File: src/acge_pkg.sv
`default_nettype none
package acge_pkg;

    localparam int CHANNELS    = 8;
    localparam int CH_BITS     = 3;
    localparam int WINDOW      = 32;
    localparam int WIN_BITS    = 5;
    localparam int SAMPLE_BITS = 24;
    localparam int GAIN_BITS   = 17;
    localparam int SUM_BITS    = 2 * SAMPLE_BITS + WIN_BITS;

    localparam logic [16:0] GAIN_UNITY = 17'd65536;

    typedef enum logic [2:0] {
        PH_OPEN     = 3'd0,
        PH_ATTACK   = 3'd1,
        PH_COMPRESS = 3'd2,
        PH_HOLD     = 3'd3,
        PH_RELEASE  = 3'd4
    } phase_code_t;

    typedef enum logic [2:0] {
        REG_ENABLE       = 3'd0,
        REG_DETECT_MODE  = 3'd1,
        REG_THRESHOLD    = 3'd2,
        REG_GAIN_FLOOR   = 3'd3,
        REG_ATTACK_STEP  = 3'd4,
        REG_RELEASE_STEP = 3'd5,
        REG_HOLD_SAMPLES = 3'd6,
        REG_MAKEUP_GAIN  = 3'd7
    } reg_index_t;

    typedef struct packed {
        logic [2:0]         channel;
        logic signed [23:0] sample_in;
    } in_item_t;

    typedef struct packed {
        logic signed [23:0] sample_out;
        logic [16:0]        gain_now;
        logic [2:0]         phase_now;
    } out_item_t;

    // Work handed from the front part to the back part.
    typedef struct packed {
        logic [2:0]         channel;
        logic signed [23:0] sample;
        logic               active;
        logic               fired;
    } job_t;

    typedef struct packed {
        logic        enable;
        logic        detect_mode;
        logic [22:0] threshold;
        logic [16:0] gain_floor;
        logic [15:0] attack_step;
        logic [15:0] release_step;
        logic [15:0] hold_samples;
        logic [15:0] makeup_gain;
    } cfg_t;

endpackage
`default_nettype wire

File: src/acge_back.sv
`default_nettype none
// Envelope update and output scaling, two multiplier stages.
module acge_back (
    input  wire logic           clk,
    input  wire logic           rst_n,
    input  wire acge_pkg::cfg_t cfg,
    input  wire logic           job_valid,
    output logic                job_ready,
    input  wire acge_pkg::job_t job,
    output logic                empty,
    input  wire logic           pop,
    output acge_pkg::out_item_t out_item
);

    typedef enum logic [3:0] {
        B_IDLE = 4'b0001,
        B_MUL1 = 4'b0010,
        B_MUL2 = 4'b0100,
        B_DONE = 4'b1000
    } bstate_t;

    bstate_t state_reg;
    acge_pkg::phase_code_t phase_reg [acge_pkg::CHANNELS];
    logic [16:0] gain_reg [acge_pkg::CHANNELS];
    logic [15:0] hold_reg [acge_pkg::CHANNELS];

    acge_pkg::phase_code_t ph0, ph1, ph2;
    logic [16:0] g0, g1;
    logic [15:0] h0, h1, h2;
    logic [17:0] g_add;

    logic [23:0] mag_reg;
    logic        neg_reg, act_reg;
    logic [16:0] gain_use_reg;
    logic [40:0] p1_reg;
    logic [56:0] p2_reg;
    logic signed [23:0] pass_reg;
    logic [2:0]  ph_out_reg;
    logic [27:0] q;
    logic signed [23:0] sat;
    acge_pkg::out_item_t out_reg;
    logic        out_full_reg;

    assign g_add = {1'b0, g0} + {2'b0, cfg.release_step};

    always_comb
    begin
        ph0 = phase_reg[job.channel];
        g0  = gain_reg[job.channel];
        h0  = hold_reg[job.channel];
        ph1 = ph0; g1 = g0; h1 = h0;
        unique case (ph0)
            acge_pkg::PH_ATTACK:
            begin
                g1 = (g0 > {1'b0, cfg.attack_step}) ? g0 - {1'b0, cfg.attack_step} : '0;
                if (g1 <= cfg.gain_floor) ph1 = acge_pkg::PH_COMPRESS;
            end
            acge_pkg::PH_HOLD:
            begin
                if (h0 != 16'hFFFF) h1 = h0 + 1'b1;
                if (h1 >= cfg.hold_samples) ph1 = acge_pkg::PH_RELEASE;
            end
            acge_pkg::PH_RELEASE:
            begin
                if (g_add >= {1'b0, acge_pkg::GAIN_UNITY})
                begin
                    g1 = acge_pkg::GAIN_UNITY; ph1 = acge_pkg::PH_OPEN;
                end
                else g1 = g_add[16:0];
            end
            default: ;
        endcase
        ph2 = ph1; h2 = h1;
        if (job.fired)
        begin
            if (ph1 == acge_pkg::PH_OPEN || ph1 == acge_pkg::PH_RELEASE)
                ph2 = acge_pkg::PH_ATTACK;
            if (ph1 == acge_pkg::PH_HOLD) h2 = '0;
        end
        else if (ph1 == acge_pkg::PH_COMPRESS)
        begin
            h2 = '0; ph2 = acge_pkg::PH_HOLD;
        end
    end

    assign job_ready = (state_reg == B_IDLE);
    assign q = 28'((p2_reg + (57'd1 << 28)) >> 29);

    always_comb
    begin
        if (!act_reg)
            sat = pass_reg;
        else if (neg_reg)
            sat = (q > 28'd8388608) ? 24'sh800000 : 24'(-q);
        else
            sat = (q > 28'd8388607) ? 24'sh7FFFFF : 24'(q);
    end

    assign empty    = !out_full_reg;
    assign out_item = out_reg;

    always_ff @(posedge clk or negedge rst_n)
    begin
        if (!rst_n)
        begin
            state_reg    <= B_IDLE;
            out_full_reg <= 1'b0;
            for (int i = 0; i < acge_pkg::CHANNELS; i++)
            begin
                phase_reg[i] <= acge_pkg::PH_OPEN;
                gain_reg[i]  <= acge_pkg::GAIN_UNITY;
                hold_reg[i]  <= '0;
            end
        end
        else
        begin
            // A finished result refills the output register in the same
            // cycle that the waiting one is popped.
            if (state_reg == B_DONE && (!out_full_reg || pop))
                out_full_reg <= 1'b1;
            else if (pop && out_full_reg)
                out_full_reg <= 1'b0;
            unique case (state_reg)
                B_IDLE:
                    if (job_valid)
                    begin
                        state_reg <= B_MUL1;
                        if (job.active)
                        begin
                            phase_reg[job.channel] <= ph2;
                            gain_reg[job.channel]  <= g1;
                            hold_reg[job.channel]  <= h2;
                        end
                    end
                B_MUL1: state_reg <= B_MUL2;
                B_MUL2: state_reg <= B_DONE;
                B_DONE:
                    if (!out_full_reg || pop)
                        state_reg <= B_IDLE;
                default: state_reg <= B_IDLE;
            endcase
        end
    end

    always_ff @(posedge clk)
    begin
        if (state_reg == B_IDLE)
        begin
            mag_reg      <= job.sample[23] ? 24'(-job.sample) : 24'(job.sample);
            neg_reg      <= job.sample[23];
            act_reg      <= job.active;
            pass_reg     <= job.sample;
            gain_use_reg <= job.active ? g1 : acge_pkg::GAIN_UNITY;
            ph_out_reg   <= job.active ? 3'(ph2) : 3'(ph0);
        end
        if (state_reg == B_MUL1)
            p1_reg <= mag_reg * gain_use_reg;
        if (state_reg == B_MUL2)
            p2_reg <= p1_reg * cfg.makeup_gain;
        if (state_reg == B_DONE && (!out_full_reg || pop))
        begin
            out_reg.sample_out <= sat;
            out_reg.gain_now   <= gain_use_reg;
            out_reg.phase_now  <= ph_out_reg;
        end
    end

endmodule
`default_nettype wire

File: config.mk
export PLATFORM = sky130hd
export DESIGN_NAME = acge_back
export DESIGN_NICKNAME = d
export VERILOG_FILES = /design/src/acge_pkg.sv /design/src/acge_back.sv
export SDC_FILE = /design/constraint.sdc
export NUM_CORES = 2
export LEC_CHECK = 0
export ABC_AREA = 1
export BUFFER_PORTS_ARGS = -buffer_cell sky130_fd_sc_hd__buf_4
export CAP_MARGIN = 20
export CORE_MARGIN = 1.5
export CORE_UTILIZATION = 40
export CTS_BUF_LIST = sky130_fd_sc_hd__clkbuf_8
export DETAILED_ROUTE_END_ITERATION = 8
export GPL_ROUTABILITY_DRIVEN = 0
export PLACE_DENSITY = 0.65
export SETUP_SLACK_MARGIN = 0.02
export SKIP_CTS_REPAIR_TIMING = 1
export SKIP_LAST_GASP = 1
export SLEW_MARGIN = 20
export SYNTH_ARGS = -nofsm -noshare
export SYNTH_HDL_FRONTEND = slang
export SYNTH_SLANG_ARGS = --single-unit
File: constraint.sdc
create_clock -name clk -period 15.8 [get_ports clk]
set_input_delay 0 -clock clk [delete_from_list [all_inputs] [get_ports clk]]
set_output_delay 0 -clock clk [all_outputs]
set_load 0.005 [all_outputs]
* Word-level counts from Yosys, hierarchy flattened *
Cells that the tools add are included.

operators by class
  $add $sub $neg = 6
  multipliers = 2
  order comparisons = 8
  eq/ne operators = 13
  muxes and demuxes = 45
  bitwise logic cells = 1
  reductions and logical operators = 10

operator list
  operator                                                                                count
  16-bit 2-to-1 mux                                                                       9
  136-bit bitwise mux                                                                     1
  128-bit bitwise mux                                                                     1
  24-bit 2-to-1 mux                                                                       4
  17-bit 2-to-1 mux                                                                       5
  57-bit by 29-bit adder with 57-bit output (second input constant)                       1
  41-bit by 16-bit multiplier with 57-bit output                                          1
  17-bit binary-select mux with 3-bit select                                              1
  17-bit demux with 3-bit select                                                          1
  16-bit binary-select mux with 3-bit select                                              1
  16-bit demux with 3-bit select                                                          1
  24-bit negation                                                                         2
  24-bit by 17-bit multiplier with 41-bit output                                          1
  17-bit one-hot mux with 2 select lines                                                  1
  3-bit 2-to-1 mux                                                                        10
  28-bit by 23-bit > comparator with 1-bit output (second input constant)                 1
  28-bit by 24-bit > comparator with 1-bit output (second input constant)                 1
  24-bit bitwise mux                                                                      1
  23-bit 2-to-1 mux                                                                       1
  17-bit by 16-bit adder with 18-bit output                                               1
  18-bit by 17-bit greater-or-equal comparator with 1-bit output (second input constant)  1
  17-bit by 16-bit > comparator with 1-bit output                                         1
  17-bit less-or-equal comparator                                                         1
  17-bit by 16-bit subtractor with 17-bit output                                          1
  other kinds (28)                                                                        36

storage, ports and cells
  register bits after elaboration = 505
  bits of input ports = 139
  word-level logic and storage cells = 123

* Longest topological paths before layout *
  word-level depth = 15
  depth in mapped cells = 43
  mapped depth without buffers = 37

* Worst setup path before layout *
OpenSTA, ideal clock, no wires.

  path kind = register to register
  from = register state_reg[0]
  to = register act_reg, enable pin
  library setup time = 587 ps
  arrival = 5410 ps
  data required time = 15213 ps
  path slack = 9802 ps
  cell stages (with the launch flop) = 3
  clock period less this slack = 5998 ps
  cell sequence = dfstp_2 inv_1 nor3_1

between the ends
  cells in the longest elaborated chain, start to end = 1

RTL lines
  element                                   RTL line          RTL
  start, declared                           acge_back.sv:22   bstate_t state_reg;
  start signal, assigned                    acge_back.sv:106  state_reg <= B_IDLE;
  start signal, assigned                    acge_back.sv:127  state_reg <= B_MUL1;
  start signal, assigned                    acge_back.sv:135  B_MUL1: state_reg <= B_MUL2;
  4-bit by 1-bit == test with 1-bit output  n/a
  named net job_ready                       acge_back.sv:8    output logic job_ready,
  end signal, assigned                      acge_back.sv:151  act_reg <= job.active;
  end, declared                             acge_back.sv:33   logic neg_reg, act_reg;

The timed path passes the listed nets, and every way through them passes these cells.
A chain may end at the register's enable or synchronous reset.

* Final worst setup path *
  from = input port job[27] (netlist bit)
  to = register hold_reg[70] (netlist bit)

between the ends
  cells in the longest elaborated chain, start to end = 14
  elaborated cells between the ends (all ways) = 40
  classes of those cells = 3 x add/sub; 6 x order compare; 6 x eq/ne; 23 x mux; 1 x bitwise; 1 x reduce/logical

RTL lines
  element                                                                            RTL line                          RTL
  start, declared                                                                    acge_back.sv:9                    input wire acge_pkg::job_t job,
  3-bit NOT with 4-bit output (not written as such) (*)                              n/a
  16-bit binary-select mux with 3-bit select                                         acge_back.sv:50                   h0 = hold_reg[job.channel];
  16-bit 2-to-1 mux (not written as such) (2 in series)                              acge_back.sv:50
  16-bit by 1-bit adder with 16-bit output / 16-bit != test (equally long branches)  acge_back.sv:60                   if (h0 != 16'hFFFF) h1 = h0 + 1'b1;
  16-bit 2-to-1 mux                                                                  acge_back.sv:60
  16-bit 2-to-1 mux                                                                  acge_back.sv:52                   unique case (ph0)
  16-bit greater-or-equal comparator                                                 acge_back.sv:61                   if (h1 >= cfg.hold_samples) ph1 = acge_pkg::PH_RELEASE;
  3-bit 2-to-1 mux                                                                   acge_back.sv:61
  3-bit one-hot mux with 3 select lines                                              acge_back.sv:52
  3-bit by 2-bit == test with 1-bit output (on tied branches)                        acge_back.sv:80, acge_back.sv:78
  16-bit 2-to-1 mux (on tied branches)                                               acge_back.sv:80, acge_back.sv:78
  16-bit 2-to-1 mux                                                                  acge_back.sv:74                   if (job.fired)
  128-bit bitwise mux (*)                                                            acge_back.sv:132                  hold_reg[job.channel] <= h2;
  end signal, assigned by index                                                      acge_back.sv:112                  hold_reg[i] <= '0;
  end signal, assigned by index                                                      acge_back.sv:132
  end, declared                                                                      acge_back.sv:25                   logic [15:0] hold_reg [acge_pkg::CHANNELS];

Mark *: on every way between the ends. The rest lies on a longest branch, timed or not. The select of a mux whose other input is x is not followed.

==> results.ini <==
[outcome]
status = completed

[die]
start_util_pct = 40.3
num_rows = 142
die_x_um = 392
coreArea_mm2 = 0.150
die_area_mm2 = 0.153
ioPinCount = 185
die_y_um = 392

[routing]
viasPerCell = 5.15
route.detailed.drc = 0
wl_mm = 177
avgRoutedWirePerCell_um = 17.9
ant_nets = 0
first_iter_violations = 3789
dr.pass1.iters = 6
num_vias = 50997

[critical_path]
cp-start-kind = input pin
worstReg2RegStart = gain_reg[70]$_DFFE_PN0P_
critical_path.max_fanout = 95
worst_ep_required_time_ps = 16420
crit_path_end_kind = flip-flop
r2r_setup_slack_ps = 8260
path_common_cell = nand2_1
slowest_delay_ps = 830
r2r_end = hold_reg[70]$_DFFE_PN0P_
cp.arrival_ps = 8670
path_class = in -> reg
cp_slowest_cell = buf_4
ff2ff_path_depth = 30

[timing]
max_slew_margin_pct = 27.9
finalSetupViolations = 0
report.final.slew_viol_count = 0
tns_ps = 0
min_period_ps = 8050
tightest_slew_ps = 1080
timing.final.crit_share_pct = 51.0
fmax_mhz = 124
holdWs_ps = 53.2
finalClockSkew_ps = 69.0
finalHoldViolCount = 0
grt_setup_unrepaired = false

[cells_and_area]
final_area_mm2 = 0.0650
mostFrequentLayoutCell = nand2_1
largest_register_ff_count = 136
fillers = 15028
layout_common_cells = nand2_1 (2816), inv_1 (1584), fa_1 (874)
layout.nets = 9143
drive_gt1_share_pct = 5.77
syn_to_final_growth_pct = 7.59

[synthesis]
syn-instance-count = 7862
avgSynthCellArea_um2 = 7.68
synth_top_family_by_area = adder cells
synth-seq-cells = 475
ys.flop_type = dfrtp_1
ys_warn_count = 0
synth-xor-area-share_pct = 1.83
synth.area.mux_share_pct = 0
synth_area_mm2 = 0.0604
yosysSeqAreaShare_pct = 21.2
synth_edf_count = 182
synthTopCellsByArea = fa_1 (29%), nand2_1 (18%), dfrtp_1 (12%), inv_1 (9.7%), edfxtp_1 (9.0%)
synth_largest_area_cell = fa_1
synth_compound_area_share_pct = 4.99
synth_top_cell_area_share_pct = 29.0
synth_fa_ha_area_share_pct = 35.4
synthesis.nets = 9187
synth_cell_types = 57
synthArstFlopShare_pct = 61.7
yosys.area_share.simple_pct = 23.9

[cts]
cts_tree = done
clk-insertion-delay-late_ps = 740
numCtsBuffers = 80
root_buffer = clkbuf_8
cts.path.max_buffers = 3
cts_sinks = 475
ctsHtreeMaxLevel = 3
clk_pin_slew_ps = 60

[grt]
grt-ovfl-total = 0
grt_pass1_vias = 52285
track_usage_pct = 23.2
grt_pass1_wl_mm = 281
grt_max_degree = 96
antenna_found_initial = 1

[min_path]
min_to = pass_reg[21]$_DFFE_PP_
min_path_cells = 2
hp-start = job[23]
hold_path_class = in -> reg

[placement]
place_hpwl_mm = 127
io_buffers = 159
placed_area_mm2 = 0.0630

[job]
drv_cap = 0

[through the flow]
step                      utilization [%]  std cells  setup slack [ps]
final                                43.3       9899              7750
after global placement               42.0       9721              7230
after detailed placement             42.0       9721              7090
after global routing                 43.3       9899              7120
after floorplan                         -       7862              9800
after CTS                            43.1       9866              7850
[layout make-up]
type / instances / area (um2) / share of cell area, %
Inverter: 1590 / 5980 / 9.20
Clock inverter: 52 / 398 / 0.612
Multi-Input combinational cell: 5426 / 40000 / 61.6
Timing Repair Buffer: 245 / 1950 / 2.99
Tap cell: 2016 / 2520 / 3.88
Antenna cell: 2 / 5.00 / 0.00770
Sequential cell: 475 / 12800 / 19.7
Clock buffer: 93 / 1280 / 1.97
[synth_stat cells, drive strengths merged (7+ instances only)]
| library cell | instances |
|---|---|
| nand3 | 278 |
| a31oi | 62 |
| clkinv | 15 |
| dfrtp | 284 |
| nor4 | 17 |
| a21boi | 7 |
| a22oi | 16 |
| o21ai | 158 |
| nand2 | 2842 |
| xnor2 | 38 |
| buf | 84 |
| nor3 | 27 |
| o211ai | 7 |
| o21bai | 16 |
| or2 | 10 |
| clkbuf | 287 |
| a21oi | 190 |
| edfxtp | 182 |
| a221oi | 16 |
| dfstp | 9 |
| nor2 | 345 |
| o21a | 9 |
| ha | 312 |
| fa | 874 |
| a22o | 15 |
| inv | 1575 |
| nand3b | 13 |
| nand4 | 59 |
| a21o | 13 |
| xor2 | 88 |
[cells by family after synthesis]
| kind of cell | after synthesis |
|---|---|
| buf+inv | 1961 |
| xor+xnor | 126 |
| simple gates | 3595 |
| compound gates | 519 |
| flops | 475 |
| fa+ha+maj | 1186 |
[worst max-delay path: cells and delay by family]
kind                     cells  cell delay (ps)
buffers and inverters        6             2660
AND/OR/NAND/NOR             23             3820
AO/OA/AOI/OAI                3             1190
adder cells (fa/ha/maj)      2              810
[routing by layer]
layer  part of all wire, %  wire [um]  GRT usage [%]
met5                     0          0              0
met4                   4.6       8050           9.81
met3                   6.5      11500           2.70
met2                    50      88300           41.0
met1                    39      69000           28.5
[worst max-delay path by stage]
stage               cells past startpoint  slack [ps]                     start                   endpoint
global route                           34        7120                   job[27]   hold_reg[86]$_DFFE_PN0P_
finish                                 34        7750                   job[27]   hold_reg[70]$_DFFE_PN0P_
CTS                                    34        7850                   job[27]   hold_reg[70]$_DFFE_PN0P_
floorplan                               2        9800  state_reg[0]$_DFFE_PN1P_          act_reg$_DFFE_PP_
detailed placement                     34        7090                   job[27]   hold_reg[70]$_DFFE_PN0P_
global placement                       34        7230                   job[27]  hold_reg[118]$_DFFE_PN0P_
Power is not shown: default switching activity piles up to over one toggle a cycle in this logic, so the estimate is an artifact.
