==> config.mk <==
export PLATFORM = sky130hd
export DESIGN_NAME = acge_queue
export DESIGN_NICKNAME = d
export VERILOG_FILES = /design/src/acge_pkg.sv /design/src/acge_queue.sv
export SDC_FILE = /design/constraint.sdc
export NUM_CORES = 1
export LEC_CHECK = 0
export ABC_AREA = 1
export CORE_MARGIN = 5
export CORE_UTILIZATION = 55
export DETAILED_ROUTE_END_ITERATION = 10
export DONT_BUFFER_PORTS = 1
export PLACE_DENSITY = 0.73
export SETUP_SLACK_MARGIN = 0.4
export SLEW_MARGIN = 20
export SYNTH_ARGS = -nofsm -noshare
export SYNTH_HDL_FRONTEND = slang
export SYNTH_SLANG_ARGS = --single-unit
export TNS_END_PERCENT = 30
==> constraint.sdc <==
create_clock -name clk -period 2.1 [get_ports clk]
set_input_delay 0.21 -clock clk [delete_from_list [all_inputs] [get_ports clk]]
set_output_delay 0.21 -clock clk [all_outputs]
set_load 0.05 [all_outputs]
==> src/acge_pkg.sv <==
`default_nettype none
package acge_pkg;

    localparam int CHANNELS    = 8;
    localparam int CH_BITS     = 3;
    localparam int WINDOW      = 32;
    localparam int WIN_BITS    = 5;
    localparam int SAMPLE_BITS = 24;
    localparam int GAIN_BITS   = 17;
    localparam int SUM_BITS    = 2 * SAMPLE_BITS + WIN_BITS;

    localparam logic [16:0] GAIN_UNITY = 17'd65536;

    typedef enum logic [2:0] {
        PH_OPEN     = 3'd0,
        PH_ATTACK   = 3'd1,
        PH_COMPRESS = 3'd2,
        PH_HOLD     = 3'd3,
        PH_RELEASE  = 3'd4
    } phase_code_t;

    typedef enum logic [2:0] {
        REG_ENABLE       = 3'd0,
        REG_DETECT_MODE  = 3'd1,
        REG_THRESHOLD    = 3'd2,
        REG_GAIN_FLOOR   = 3'd3,
        REG_ATTACK_STEP  = 3'd4,
        REG_RELEASE_STEP = 3'd5,
        REG_HOLD_SAMPLES = 3'd6,
        REG_MAKEUP_GAIN  = 3'd7
    } reg_index_t;

    typedef struct packed {
        logic [2:0]         channel;
        logic signed [23:0] sample_in;
    } in_item_t;

    typedef struct packed {
        logic signed [23:0] sample_out;
        logic [16:0]        gain_now;
        logic [2:0]         phase_now;
    } out_item_t;

    // Work handed from the front part to the back part.
    typedef struct packed {
        logic [2:0]         channel;
        logic signed [23:0] sample;
        logic               active;
        logic               fired;
    } job_t;

    typedef struct packed {
        logic        enable;
        logic        detect_mode;
        logic [22:0] threshold;
        logic [16:0] gain_floor;
        logic [15:0] attack_step;
        logic [15:0] release_step;
        logic [15:0] hold_samples;
        logic [15:0] makeup_gain;
    } cfg_t;

endpackage
`default_nettype wire

==> src/acge_queue.sv <==
`default_nettype none
// Two-entry queue between the detector and the envelope.
module acge_queue (
    input  wire logic           clk,
    input  wire logic           rst_n,
    input  wire logic           wr_valid,
    output logic                wr_ready,
    input  wire acge_pkg::job_t wr_data,
    output logic                rd_valid,
    input  wire logic           rd_ready,
    output acge_pkg::job_t      rd_data
);

    acge_pkg::job_t mem_reg [2];
    logic wp_reg, rp_reg;
    logic [1:0] cnt_reg;
    logic do_wr, do_rd;

    assign wr_ready = (cnt_reg != 2'd2);
    assign rd_valid = (cnt_reg != 2'd0);
    assign rd_data  = mem_reg[rp_reg];
    assign do_wr    = wr_valid && wr_ready;
    assign do_rd    = rd_valid && rd_ready;

    always_ff @(posedge clk)
        if (do_wr) mem_reg[wp_reg] <= wr_data;

    always_ff @(posedge clk or negedge rst_n)
    begin
        if (!rst_n)
        begin
            wp_reg <= 1'b0; rp_reg <= 1'b0; cnt_reg <= '0;
        end
        else
        begin
            if (do_wr) wp_reg <= ~wp_reg;
            if (do_rd) rp_reg <= ~rp_reg;
            cnt_reg <= cnt_reg + {1'b0, do_wr} - {1'b0, do_rd};
        end
    end

endmodule
`default_nettype wire

---- Word-level counts from Yosys, hierarchy flattened ----
Memories as Yosys holds them, arrays and structs flattened.
Cells that the tools add are included.
W data, S select, Z words.
storage, ports and cells
  memories ................................ 1
  register bits ........................... 4
  RAM bits ................................ 58
  word-level logic and storage cells ...... 14
  input port bits ......................... 33
  output and inout port bits .............. 31
cells by class
  reductions and logical operators ........ 3
  bitwise logic cells ..................... 2
  eq/ne operators ......................... 1
  muxes and demuxes ....................... 2
  add/sub/neg operators ................... 2
memories
  memory   depth  bits a word  read ports  clocked after memory_dff  wr ports  RTL line          source
  mem_reg  2      29           1           0                         1         acge_queue.sv:14  acge_pkg::job_t mem_reg [2];
operators by type and width
  cell                  count
  $add A2 B1 Y2         1
  $logic_and A1 B1 Y1   2
  $mux W1               2
  $ne A2 B2 Y1 const B  1
  $not A1 Y1            2
  $reduce_bool A2 Y1    1
  $sub A2 B1 Y2         1

---- Depth between registers and ports, before layout ----
Gate-level depths: netlist of run 1.
  word-level depth ........................ 4
  gate-level depth with buffers ........... 10

---- Worst setup path before layout of run 1 ----
No wires, ideal clock.
  kind .................................... reg-to-reg
  from .................................... reg cnt_reg[1]
  to ...................................... mem mem_reg[1][0] (netlist bit) (enable)
  path slack .............................. -0.496 ns
  arrival time ............................ 2.181 ns
  library setup time ...................... 0.415 ns
  data required time ...................... 1.685 ns
  stages on the path, launching flop included .. 4
  buffers on the path ..................... 0
  cells stage by stage .................... dfrtp_1 nand2_1 nand2_1 nor2_1
between the ends
  cells in the longest elaborated chain, start to end .. 4
RTL lines
  element                        RTL line          source
  start, declared                acge_queue.sv:16  logic [1:0] cnt_reg;
  start signal, assigned         acge_queue.sv:38  cnt_reg <= cnt_reg + {1'b0, do_wr} - {1'b0, do_rd};
  $ne A2 B2 Y1                   acge_queue.sv:19  assign wr_ready = (cnt_reg != 2'd2);
  via wr_ready                   acge_queue.sv:7   output logic wr_ready,
  $logic_and A1 B1 Y1            acge_queue.sv:22  assign do_wr = wr_valid && wr_ready;
  $mux W1                        acge_queue.sv:26  if (do_wr) mem_reg[wp_reg] <= wr_data;
  $mux W1 (not written as such)  acge_queue.sv:26
  end, declared                  acge_queue.sv:14
The timed path passes the listed nets, and every way through them passes these cells.

==> impl_metrics.py, run 1 <==
metrics = {
    "outcome": {
        "status": "complete, no violations",
    },
    "layout": {
        "fillers": 157,
        "multi_input_area_um2": 434,
        "area_growth_pct": 51.2,
        "ff_latch_area_um2": 1840,
        "post_route_cells_drive_above_1_share": 0.211,
        "largest_register_ffs": 58,
        "nNetsFinal": 291,
        "final_cells": 313,
    },
    "setup_path": {
        "cp_max_fo": 14,
        "reg2reg_to": "cnt_reg[1]$_DFF_PN0_",
        "r2r_start": "cnt_reg[0]$_DFF_PN0_",
        "arrival_ns": 1.42,
        "start_kind": "flip-flop",
        "critical_path_class": "reg2out",
        "cp-end-kind": "primary output",
        "rr_worst_depth": 9,
        "crit_required_ns": 1.89,
        "rrSetupSlack_ns": 0.48,
    },
    "synth": {
        "syn_nets": 218,
        "syn-cell-area_um2": 2320,
        "synthXorXnorAreaFrac": 0,
        "postSynthAreaPerCell_um2": 12.7,
        "muxShareOfSynthArea": 0,
        "ys_seq_area_frac": 0.792,
        "synthAdderAreaFrac": 0.0108,
        "netlist_instances": 183,
        "synth_top_family_by_area": "simple AND/OR/NAND/NOR gates",
        "synth-seq-cells": 62,
        "ys_warn_count": 0,
        "ys_types": 9,
        "synth-compound-area-share": 0,
        "yosys.area_share.simple": 0.170,
    },
    "clocking": {
        "clkTransAtPathRegs_ns": 0.06,
        "numCtsBuffers": 9,
        "cts_root_buffer": "clkbuf_8",
        "cts_sinks": 62,
        "clk_path_buf_depth": 2,
        "htreeDepth": 3,
        "cts_tree": "built",
        "clkLatencyLatePin_ns": 0.33,
    },
    "timing": {
        "fin_crit_sh": 0.777,
        "hold_viol": 0,
        "fmax_mhz": 613,
        "worst_pin_slew_ns": 0.231,
        "finalSetupTns_ns": 0,
        "slew_viol_final": 0,
        "fin_hold_ws_ns": 0.0800,
        "relSlewSlack": 0.846,
        "fin_crit_ns": 1.63,
        "skew_ns": 0.00627,
        "setup_viol": 0,
        "rsz0062_at_grt": "false",
    },
    "global_route": {
        "grt_antenna_before_repair": 0,
        "grt_pass1_wl_um": 8690,
        "grt_usage": 0.226,
        "grt_max_degree": 19,
        "grt_overflow": 0,
        "grt_pass1_vias": 1779,
    },
    "drt": {
        "drtIter0Drc": 134,
        "wirelength_um": 5840,
        "vias_per_cell": 5.25,
        "drt_pass1_iterations": 4,
        "antenna_left": 0,
        "num_vias": 1643,
        "route.detailed.drc": 0,
        "wl_per_cell_um": 18.7,
    },
    "power": {
        "clkPwrFrac": 0.157,
        "power_switching_uw": 2640,
        "internal-power_uw": 3640,
        "power_frac_comb": 0.557,
        "leakage_uw": 0.00148,
        "swShare": 0.420,
        "ir_worst_vdd_v": 0.00122,
        "power_density_nw_per_um2": 1790,
        "pwr-share-seq": 0.286,
    },
    "floorplanning": {
        "coreArea_um2": 4060,
        "ios": 64,
        "die_h_um": 75.0,
        "start_util": 0.573,
        "die_w_um": 75.0,
        "std_cell_rows": 23,
        "dieArea_um2": 5630,
    },
    "worst_hold_path": {
        "min_from": "rd_ready",
        "holdPathStages": 2,
        "min_path_type": "in2reg",
        "hold_path_end": "rp_reg$_DFFE_PN0P_",
    },
    "placement": {
        "gp_congestion": 0.780,
        "dp_cells": 265,
        "portBuffers": 0,
        "dp_hpwl_um": 3320,
    },
    "job": {
        "cap_violations": 0,
    },
}
-- layout by cell type (no fill, tap or decap) --
| cell type | netlist | final |
|---|---|---|
| clkbuf_8 | 0 | 9 |
| clkinv_2 | 0 | 2 |
| bufinv_16 | 0 | 1 |
| nor2_4 | 0 | 1 |
| inv_2 | 1 | 1 |
| edfxtp_1 | 58 | 58 |
| nand3_1 | 3 | 3 |
| nand2_1 | 100 | 99 |
| clkinvlp_4 | 0 | 2 |
| buf_12 | 0 | 29 |
| dfrtp_1 | 4 | 4 |
| clkbuf_1 | 0 | 3 |
| diode_2 | 0 | 2 |
| buf_6 | 0 | 1 |
| dlygate4sd3_1 | 0 | 30 |
| ha_1 | 2 | 2 |
| inv_1 | 8 | 7 |
| buf_4 | 0 | 8 |
| nand2_4 | 0 | 1 |
-- layer usage --
layer  GRT usage  part of all wire
met1       0.225              0.35
met4       0.134             0.028
met2       0.413              0.55
met5           0                 0
met3      0.0654             0.076
-- cell usage after synthesis --
master,instances,area [um2]
buf_2,6,30.0
dfrtp_1,4,100
edfxtp_1,58,1740
ha_1,2,25.0
inv_1,8,30.0
inv_2,1,3.75
nand2_1,100,375
nand3_1,3,15.0
nor2_1,1,3.75
-- cells by family (layout without fill, tap and decap cells) --
kind of cell / count (synthesis) / after routing
simple gates: 104 / 104
fa+ha+maj: 2 / 2
flops: 62 / 62
buf+inv: 15 / 93
other cells: 0 / 2
-- layout make-up --
class	count	area share
antenna	2	0.00142
clock buffer	12	0.0384
clock inverter	4	0.0135
inverter	9	0.0107
multi-input combinational	106	0.123
sequential	62	0.524
tap	50	0.0178
timing repair buffer	68	0.271
-- how the worst max path moves through the flow --
| stage | cells after the start | start | end | slack, ns |
|---|---|---|---|---|
| after global placement | 7 | cnt_reg[1]$_DFF_PN0_ | cnt_reg[1]$_DFF_PN0_ | 0.52 |
| final | 5 | rp_reg$_DFFE_PN0P_ | rd_data[9] | 0.47 |
| after CTS | 9 | cnt_reg[0]$_DFF_PN0_ | cnt_reg[1]$_DFF_PN0_ | 0.49 |
| after global routing | 9 | cnt_reg[0]$_DFF_PN0_ | cnt_reg[1]$_DFF_PN0_ | 0.41 |
| after floorplan | 3 | cnt_reg[1]$_DFF_PN0_ | mem_reg[1][0]$_DFFE_PP_ | 0.41 |
| after detailed placement | 9 | cnt_reg[0]$_DFF_PN0_ | cnt_reg[1]$_DFF_PN0_ | 0.40 |
-- repair_timing --
item / 4_1_cts / 5_1_grt
endpoints found under the setup margin: 1 / 1
gates resized for setup: 1 / 1
buffers inserted: 0 / 0
endpoints found under the hold margin: 62 / 0
hold buffers: 30 / 0
-- power by group through the flow --
stage / Clock (uW) / Combinational, uW / Sequential, uW
after floorplan: 0 / 1770 / 1780
after global placement: 0 / 3310 / 1780
after detailed placement: 0 / 3390 / 1800
after CTS: 977 / 3470 / 1790
after global routing: 1060 / 3640 / 1820
final: 986 / 3500 / 1800
-- critical path: stages (launching register included) --
cell     delay, ns
dfrtp_1       0.42
inv_2         0.09
buf_4         0.20
nand2_1       0.08
nand2_1       0.14
buf_12        0.15
-- metrics by stage --
stage | total power, uW | util | setup WS (ns) | area [um2]
final | 6280 | 0.866 | 0.467 | 3520
after detailed placement | 5190 | 0.744 | 0.405 | 3020
after floorplan | 3550 | - | 0.410 | 2340
after global placement | 5090 | 0.744 | 0.523 | 3020
after CTS | 6230 | 0.864 | 0.489 | 3510
after global routing | 6510 | 0.865 | 0.411 | 3510
Note: power is estimated with default switching activity, not from simulation.
==> run 2, diff against run 1 <==
==> constraint.sdc (replaced) <==
create_clock -name clk -period 1.5 [get_ports clk]
set_input_delay 0.15 -clock clk [delete_from_list [all_inputs] [get_ports clk]]
set_output_delay 0.15 -clock clk [all_outputs]
set_load 0.05 [all_outputs]
==> impl_metrics.py, run 2 (synthesis gave the netlist of run 1 again) <==
metrics = {
    "global_route": {
        "grt_max_degree": 19,
        "grt_usage": 0.293,
        "grt_pass1_vias": 2038,
        "grt_antenna_before_repair": 0,
        "grt_overflow": 0,
        "grt_pass1_wl_um": 11000,
    },
    "clocking": {
        "clk_path_buf_depth": 2,
        "htreeDepth": 3,
        "clkTransAtPathRegs_ns": 0.08,
        "cts_root_buffer": "clkbuf_8",
        "cts_tree": "built",
        "cts_sinks": 62,
        "numCtsBuffers": 9,
        "clkLatencyLatePin_ns": 0.35,
    },
    "timing": {
        "worst_slack_ns": -0.162,
        "fmax_mhz": 602,
        "fin_crit_ns": 1.66,
        "relSlewSlack": 0.810,
        "slew_viol_final": 0,
        "finalSetupTns_ns": -2.77,
        "fin_crit_sh": 1.11,
        "hold_viol": 0,
        "skew_ns": 0.0122,
        "rsz0062_at_grt": "true",
        "setup_viol": 34,
        "worst_pin_slew_ns": 0.284,
    },
    "floorplanning": {
        "std_cell_rows": 23,
        "dieArea_um2": 5630,
        "start_util": 0.573,
        "ios": 64,
        "die_w_um": 75.0,
        "die_h_um": 75.0,
        "coreArea_um2": 4060,
    },
    "drt": {
        "drtIter0Drc": 285,
        "drt_pass1_iterations": 6,
        "wl_per_cell_um": 29.4,
        "vias_per_cell": 6.08,
        "antenna_left": 0,
        "num_vias": 1957,
        "wirelength_um": 9460,
        "route.detailed.drc": 0,
    },
    "power": {
        "clkPwrFrac": 0.128,
        "power_switching_uw": 4640,
        "swShare": 0.453,
        "internal-power_uw": 5610,
        "power_frac_comb": 0.620,
        "totalPowerFinal_uw": 10200,
        "leakage_uw": 0.00157,
        "power_density_nw_per_um2": 2610,
        "ir_worst_vdd_v": 0.00174,
        "pwr-share-seq": 0.252,
    },
    "outcome": {
        "status": "finished, violations left",
        "violations": "negative setup slack",
    },
    "layout": {
        "final_util": 0.966,
        "final_cell_area_um2": 3920,
        "largest_register_ffs": 58,
        "mostFrequentLayoutCells": "edfxtp_1, nand2_2, nand2_1",
        "nNetsFinal": 302,
        "post_route_cells_drive_above_1_share": 0.460,
        "area_growth_pct": 68.7,
        "final_common_cell": "edfxtp_1",
        "diodes": 0,
    },
    "worst_hold_path": {
        "min_path_type": "in2reg",
    },
    "placement": {
        "placed_cell_area_um2": 3090,
        "portBuffers": 0,
        "dp_hpwl_um": 3490,
        "post-place-ws_ns": 0.00486,
        "gp_congestion": 0.739,
    },
    "setup_path": {
        "critical_path_class": "reg2out",
        "cp_max_fo": 18,
        "arrival_ns": 1.51,
        "start_kind": "flip-flop",
        "cp-end-kind": "primary output",
        "crit_required_ns": 1.35,
    },
    "job": {
        "cap_violations": 0,
    },
}
-- run 2: cell types whose count changed in the layout (fill, tap and decap cells not counted), sizes merged --
cell,change
buf,+9
bufinv,-1
clkbuf,-1
clkinv,+2
diode,-2
dlygate4sd3,+2
-- run 2: layout make-up --
class / count / area [um2]
flip-flops and latches: 62 / 1840
repair buffers: 79 / 1170
multi-input cells: 106 / 644
fillers: 72 / 136
clock buffers: 11 / 131
well taps: 50 / 62.6
inverters: 9 / 42.5
clock inverters: 5 / 26.3
-- run 2: critical path, stage by stage (launching register included) --
cell and delay (ns):
dfrtp_1 0.42, buf_4 0.17, buf_12 0.15, nand2_1 0.13, nand2_2 0.12, buf_12 0.17
-- run 2: routing by layer --
metal	part of all wire	track usage
met5	0	0
met4	0.051	0.160
met1	0.32	0.287
met3	0.11	0.100
met2	0.52	0.535
-- run 2: timing repair --
action                     4_1_cts  5_1_grt
setup buffers                    6        0
gates cloned                     1        0
hold endpoints to repair        64        0
setup endpoints to repair       91       92
hold buffers                    32        0
pin swaps                       10       18
gates resized for setup         52       31
-- run 2: power by group through the flow --
stage               combinational (uW)  sequential, uW  clock (uW)
floorplan                         2550            2510           0
global placement                  4780            2520           0
detailed placement                4920            2550           0
CTS                               5690            2500        1180
global route                      6490            2600        1380
finish                            6360            2580        1310
-- run 2: final timing paths --
path / start / to / slack (ns) / cells past startpoint
hold / removal: wr_valid / wp_reg$_DFFE_PN0N_ / 0.01 / 3
setup reg to reg: cnt_reg[1]$_DFF_PN0_ / cnt_reg[1]$_DFF_PN0_ / -0.05 / 9
hold reg to reg: wp_reg$_DFFE_PN0N_ / wp_reg$_DFFE_PN0N_ / 0.55 / 2
min in group asynchronous: rst_n / cnt_reg[0]$_DFF_PN0_ / 0.09 / 1
setup / recovery: rp_reg$_DFFE_PN0P_ / rd_data[9] / -0.16 / 5
max in group asynchronous: rst_n / cnt_reg[1]$_DFF_PN0_ / 1.19 / 1
-- run 2: stage by stage --
| step | std cells | hold slack, ns |
|---|---|---|
| 2_1_floorplan | 183 | -0.146 |
| 3_3_place_gp | 267 | -0.145 |
| 3_5_place_dp | 267 | -0.146 |
| 4_1_cts | 322 | 0.00716 |
| 5_1_grt | 322 | 0.00330 |
| 6_report | 322 | 0.0130 |
